## src/hw/rtl/mfek_ram.sv

```systemverilog
// ----------------------------------------------------------------------------
// mfek_ram
// Generic simple dual-port RAM, one write and one read port, registered read.
// ----------------------------------------------------------------------------
module mfek_ram #(
  parameter int WIDTH = 32,
  parameter int DEPTH = 64
) (
  input  logic                     clk,
  input  logic                     we,
  input  logic [$clog2(DEPTH)-1:0] waddr,
  input  logic [WIDTH-1:0]         wdata,
  input  logic [$clog2(DEPTH)-1:0] raddr,
  output logic [WIDTH-1:0]         rdata
);

  logic [WIDTH-1:0] mem [DEPTH];

  always_ff @(posedge clk) begin
    if (we) begin
      mem[waddr] <= wdata;
    end
    rdata <= mem[raddr];
  end

endmodule

```

## config.mk

```make
export PLATFORM = sky130hd
export DESIGN_NAME = mfek_ram
export DESIGN_NICKNAME = d
export VERILOG_FILES = /design/src/hw/rtl/mfek_ram.sv
export SDC_FILE = /design/constraint.sdc
export NUM_CORES = 2
export LEC_CHECK = 0
export BUFFER_PORTS_ARGS = -buffer_cell sky130_fd_sc_hd__buf_2
export CAP_MARGIN = 20
export CORE_MARGIN = 5
export CORE_UTILIZATION = 55
export DETAILED_ROUTE_END_ITERATION = 12
export GPL_ROUTABILITY_DRIVEN = 0
export PLACE_DENSITY = 0.8
export SLEW_MARGIN = 20
export SYNTH_ARGS = -nofsm -noshare
export SYNTH_HDL_FRONTEND = slang
export SYNTH_SLANG_ARGS = --single-unit
```

## constraint.sdc

```tcl
create_clock -name clk -period 7.7 [get_ports clk]
set_clock_uncertainty 0.2 [all_clocks]
set_input_delay 1.54 -clock clk [delete_from_list [all_inputs] [get_ports clk]]
set_output_delay 1.54 -clock clk [all_outputs]
set_load 0.1 [all_outputs]
```

Word level (Yosys, flattened, before mapping) --
Memory sizes are Yosys's and may differ from the RTL's. A register that Yosys moved wholly into a read port is not among the register bits. Index checks and enable logic that the tools add are counted.
Storage, ports and cells: bits in registers 0, bits in writable memories 2048, input bits 46, output and inout port bits 32, word-level logic and storage cells 3, memories 1
Memory list:
- mem | words 64, width 32, read ports 1, clocked after memory_dff 1, write ports 1, line 17 | logic [WIDTH-1:0] mem [DEPTH];
Operators by class: muxes and demuxes 2
Operator list (number):
- $mux W1 | 2

Longest topological paths before layout --
word-level depth 2, mapped depth 10, mapped depth without buffers 5

Least setup slack after synthesis --
OpenSTA, ideal clock, no wires.
kind in2reg, start in waddr[3], end mem mem[48][0] (enable), setup time 0.461 ns, arrival 4.239 ns, required time 7.039 ns, setup slack 2.800 ns, stages 4, buffers on the path 1, path through clkbuf_1 nor2b_1 nand4b_1 nor3_1
RTL lines:
- from (decl) | line 11 | input logic [$clog2(DEPTH)-1:0] waddr,
- to (decl) | line 17
Straight into the memory's write port.

==> results by group <==
Job
  • Max Cap Violations: 0

Routing
  • DRC Markers: 0
  • Via count: 38,500
  • WL final: slightly above 200 mm
  • Drt first-iter violations: ~6,500
  • Drt wl/cell: 36.4 um
  • Vias per cell: 6.90
  • First-pass iteration count of the detailed router: 6
  • ANT nets after route: 0

Clocking
  • Clk root buf: clkbuf_16
  • Clk_lat worst skew: 0.84 ns
  • Clk buf depth: 3
  • TritonCTS Buffers: roughly 190
  • Post-CTS Repair Setup Buffers: 0
  • Reg clk slew, reported paths: 0.06 ns
  • CTS tree: built
  • Clk sinks: between 2,000 and 2,500
  • # resized after CTS: 0
  • Hold_buf cts: 0
  • H-tree depth: 4

Setup path
  • Crit. End Element: register
  • R2r setup slk: about 5.2 ns
  • Worst EP arrival: about 4.8 ns
  • Ordered list of cells on the worst path: buf_8, buf_12, buf_4, mux4_2, mux2i_1, nor2_1, a311oi_1, nor3_1
  • Slowest CP cell: a311oi_1
  • Peak fanout along the critical path: 62
  • Setup crit start kind: input port
  • CP peak stage delay: 0.80 ns
  • FF-to-FF End: rdata[13]$_DFF_P_
  • FF-to-FF path depth: 4
  • WP data required: 8.17 ns
  • Kind of critical path: input port to register
  • R2r startpoint: mem[3][13]$_DFFE_PP_

Yosys
  • Post-synth EDFFs: ~2,000
  • Most common flop cell mapped by yosys: edfxtp_1
  • Seq cells post-synth: 2,080
  • Post-Syn Nets: about 3,400
  • Synth area leader: edfxtp_1
  • Synth cell types: 34
  • Synth top area share: 78.3%
  • Ys async rst share: 0%
  • Synth Area per Inst: between 20 and 25 sq um
  • Top cells by area, synth: edfxtp_1 (78%), mux4_2 (16%), mux2i_1 (1.2%)
  • Synth warnings: 0
  • Register area share after synthesis: between 70% and 80%
  • Gate Count Post-Synth: ~3,300
  • Post-Syn Area: 78,500 sq um

Global routing
  • Antenna violations before repair: 10
  • Vias in the first global route: between 30,000 and 40,000
  • Most Used Layer, Global Route: met2
  • GR Layer Usage met2: 43.4%
  • Met1 usage: 36.9%
  • Grt ovf: 0
  • GR Util met3: between 5 and 6%
  • First-pass GRT wire length: 290 mm
  • Largest net degree at the start of global routing: 101
  • All-layer global routing usage: a little over a quarter

Hold path
  • Min-delay src: mem[13][17]$_DFFE_PP_
  • WHS Path Cells: 4
  • Hold crit path type: register to register
  • WHS Endpoint: rdata[17]$_DFF_P_

STA
  • Hold Vio Cnt, Final: 0
  • Tmin final: approximately 4.3 ns
  • Final worst-path cycle share: between 50 and 60%
  • Fmax: around 230 MHz
  • Rel. slew slack: 22.1%
  • Max-slew violations: 0
  • Setup Total Neg Slack: 0 ns
  • RSZ-0062 raised after global routing: no
  • Slew at the pin with the worst max-slew slack: between 1 and 1.5 ns
  • Final setup fails: 0

Placed design
  • Dpl hpwl: approximately 99 mm
  • Port Buffer Count: 77
  • Placed Area: 81,800 sq um

Power
  • Max IR drop VDD: 0.278 mV
  • LEAKAGE: 27.3 nW
  • Final Power: about 23 mW
  • Power Density: 264 nW/um^2

Cells and area
  • Number of fill cells in the layout: a little under 9,000
  • Fin area: 88,100 sq um
  • Final core utilization: 62.1%
  • Share of layout cells above drive strength 1: 29.2%
  • P&R area growth vs syn: 12.2%
  • Final nets: roughly 3,600

Die
  • Die area: approximately 150,000 sq um
  • DIE HEIGHT: 388 um
  • Core ar.: about 140,000 sq um
  • Initial Util: ~55%
  • Die Wd: 388 um
  • Io pins: between 70 and 80
  • Core Rows: roughly 140

Run status
  • Status: finished, final reports clean
worst max-delay path by stage:
stage | start | slack [ns] | endpoint | cells after the start
3_5_place_dp | raddr[0] | 2.58 | rdata[0]$_DFF_P_ | 8
3_3_place_gp | raddr[0] | 2.63 | rdata[0]$_DFF_P_ | 8
4_1_cts | raddr[0] | 3.40 | rdata[26]$_DFF_P_ | 8
6_report | raddr[0] | 3.39 | rdata[4]$_DFF_P_ | 8
2_1_floorplan | waddr[3] | 2.80 | mem[48][0]$_DFFE_PP_ | 4
5_1_grt | raddr[0] | 3.24 | rdata[0]$_DFF_P_ | 8
stage by stage:
stage	cells	setup slack, ns	hold slack, ns
after global routing	5568	3.24	0.608
final	5575	3.39	0.553
after global placement	5210	2.63	0.512
after CTS	5564	3.40	0.541
after floorplan	3324	2.80	0.463
after detailed placement	5210	2.58	0.516
state kept, by name, indices dropped and copies added, names as in the netlist:
register  flops
mem        2048
rdata        32
cells in the mapped netlist (all sizes together), types with 2 or more instances:
master,number
o32ai,4
edfxtp,2048
nand3b,5
dfxtp,32
and2,2
a22oi,12
a41o,4
nand4,2
nand2b,8
nor2,137
or3,3
mux4,544
a21oi,62
and3,4
o221ai,27
mux2i,93
nand3,5
nor2b,15
buf,108
clkbuf,74
o22ai,84
or2,3
nor3,7
nand2,26
a311oi,8
or3b,5
layout make-up:
class,count,area [sq um],area share [%]
well taps,1890,2360,2.68
diodes,8,20.0,0.0227
clock inverters,96,1000,1.13
repair buffers,181,1400,1.59
flip-flops and latches,2080,62100,70.5
clock buffers,258,5180,5.88
multi-input cells,1062,16000,18.1
cells in the final DEF, fill, tap and decap left out, types with 6 or more instances in the layout:
cell type	instances
edfxtp_1	2048
mux4_2	544
clkbuf_16	190
buf_4	108
mux2i_1	93
o22ai_1	84
nor2_1	74
a21oi_1	62
nor2_4	62
buf_2	57
clkbuf_1	51
dfxtp_1	32
clkinv_2	30
o221ai_1	27
clkinv_1	27
nand2_1	25
bufinv_16	17
clkbuf_8	17
nor2b_1	14
buf_12	13
a22oi_1	12
inv_6	9
diode_2	8
a311oi_1	8
nand2b_1	6
per-layer routing:
metal / up-vias / part of all wire, % / routed length, um
met1: 20000 / 33 / 67500
met2: 3357 / 49 / 99800
met5: - / 0.012 / 24
met3: 501 / 13 / 26400
li1: 14600 / - / -
met4: 4 / 4.6 / 9410
worst max-delay path: cells and delay by family:
family	cells	cell delay, ns
AND/OR/NAND/NOR	2	0.21
buffers and inverters	3	1.26
multiplexers	2	0.74
AO/OA/AOI/OAI	1	0.80
report_power, final:
group | leakage (nW) | switching [mW] | internal (mW)
Sequential | 18.7 | 0.0685 | 12.5
Clock | 3.02 | 4.11 | 5.30
Combinational | 5.60 | 0.865 | 0.411
Total | 27.3 | 5.05 | 18.2
logic make-up after synthesis:
kind of cell / synth area share [%]
buffers and inverters: 1.13
muxes: 16.8
AOI/OAI and AO/OA: 1.67
DFF: 79.1
and+or+nand+nor: 1.27
No activity file was read; power rests on OpenSTA's default activity.
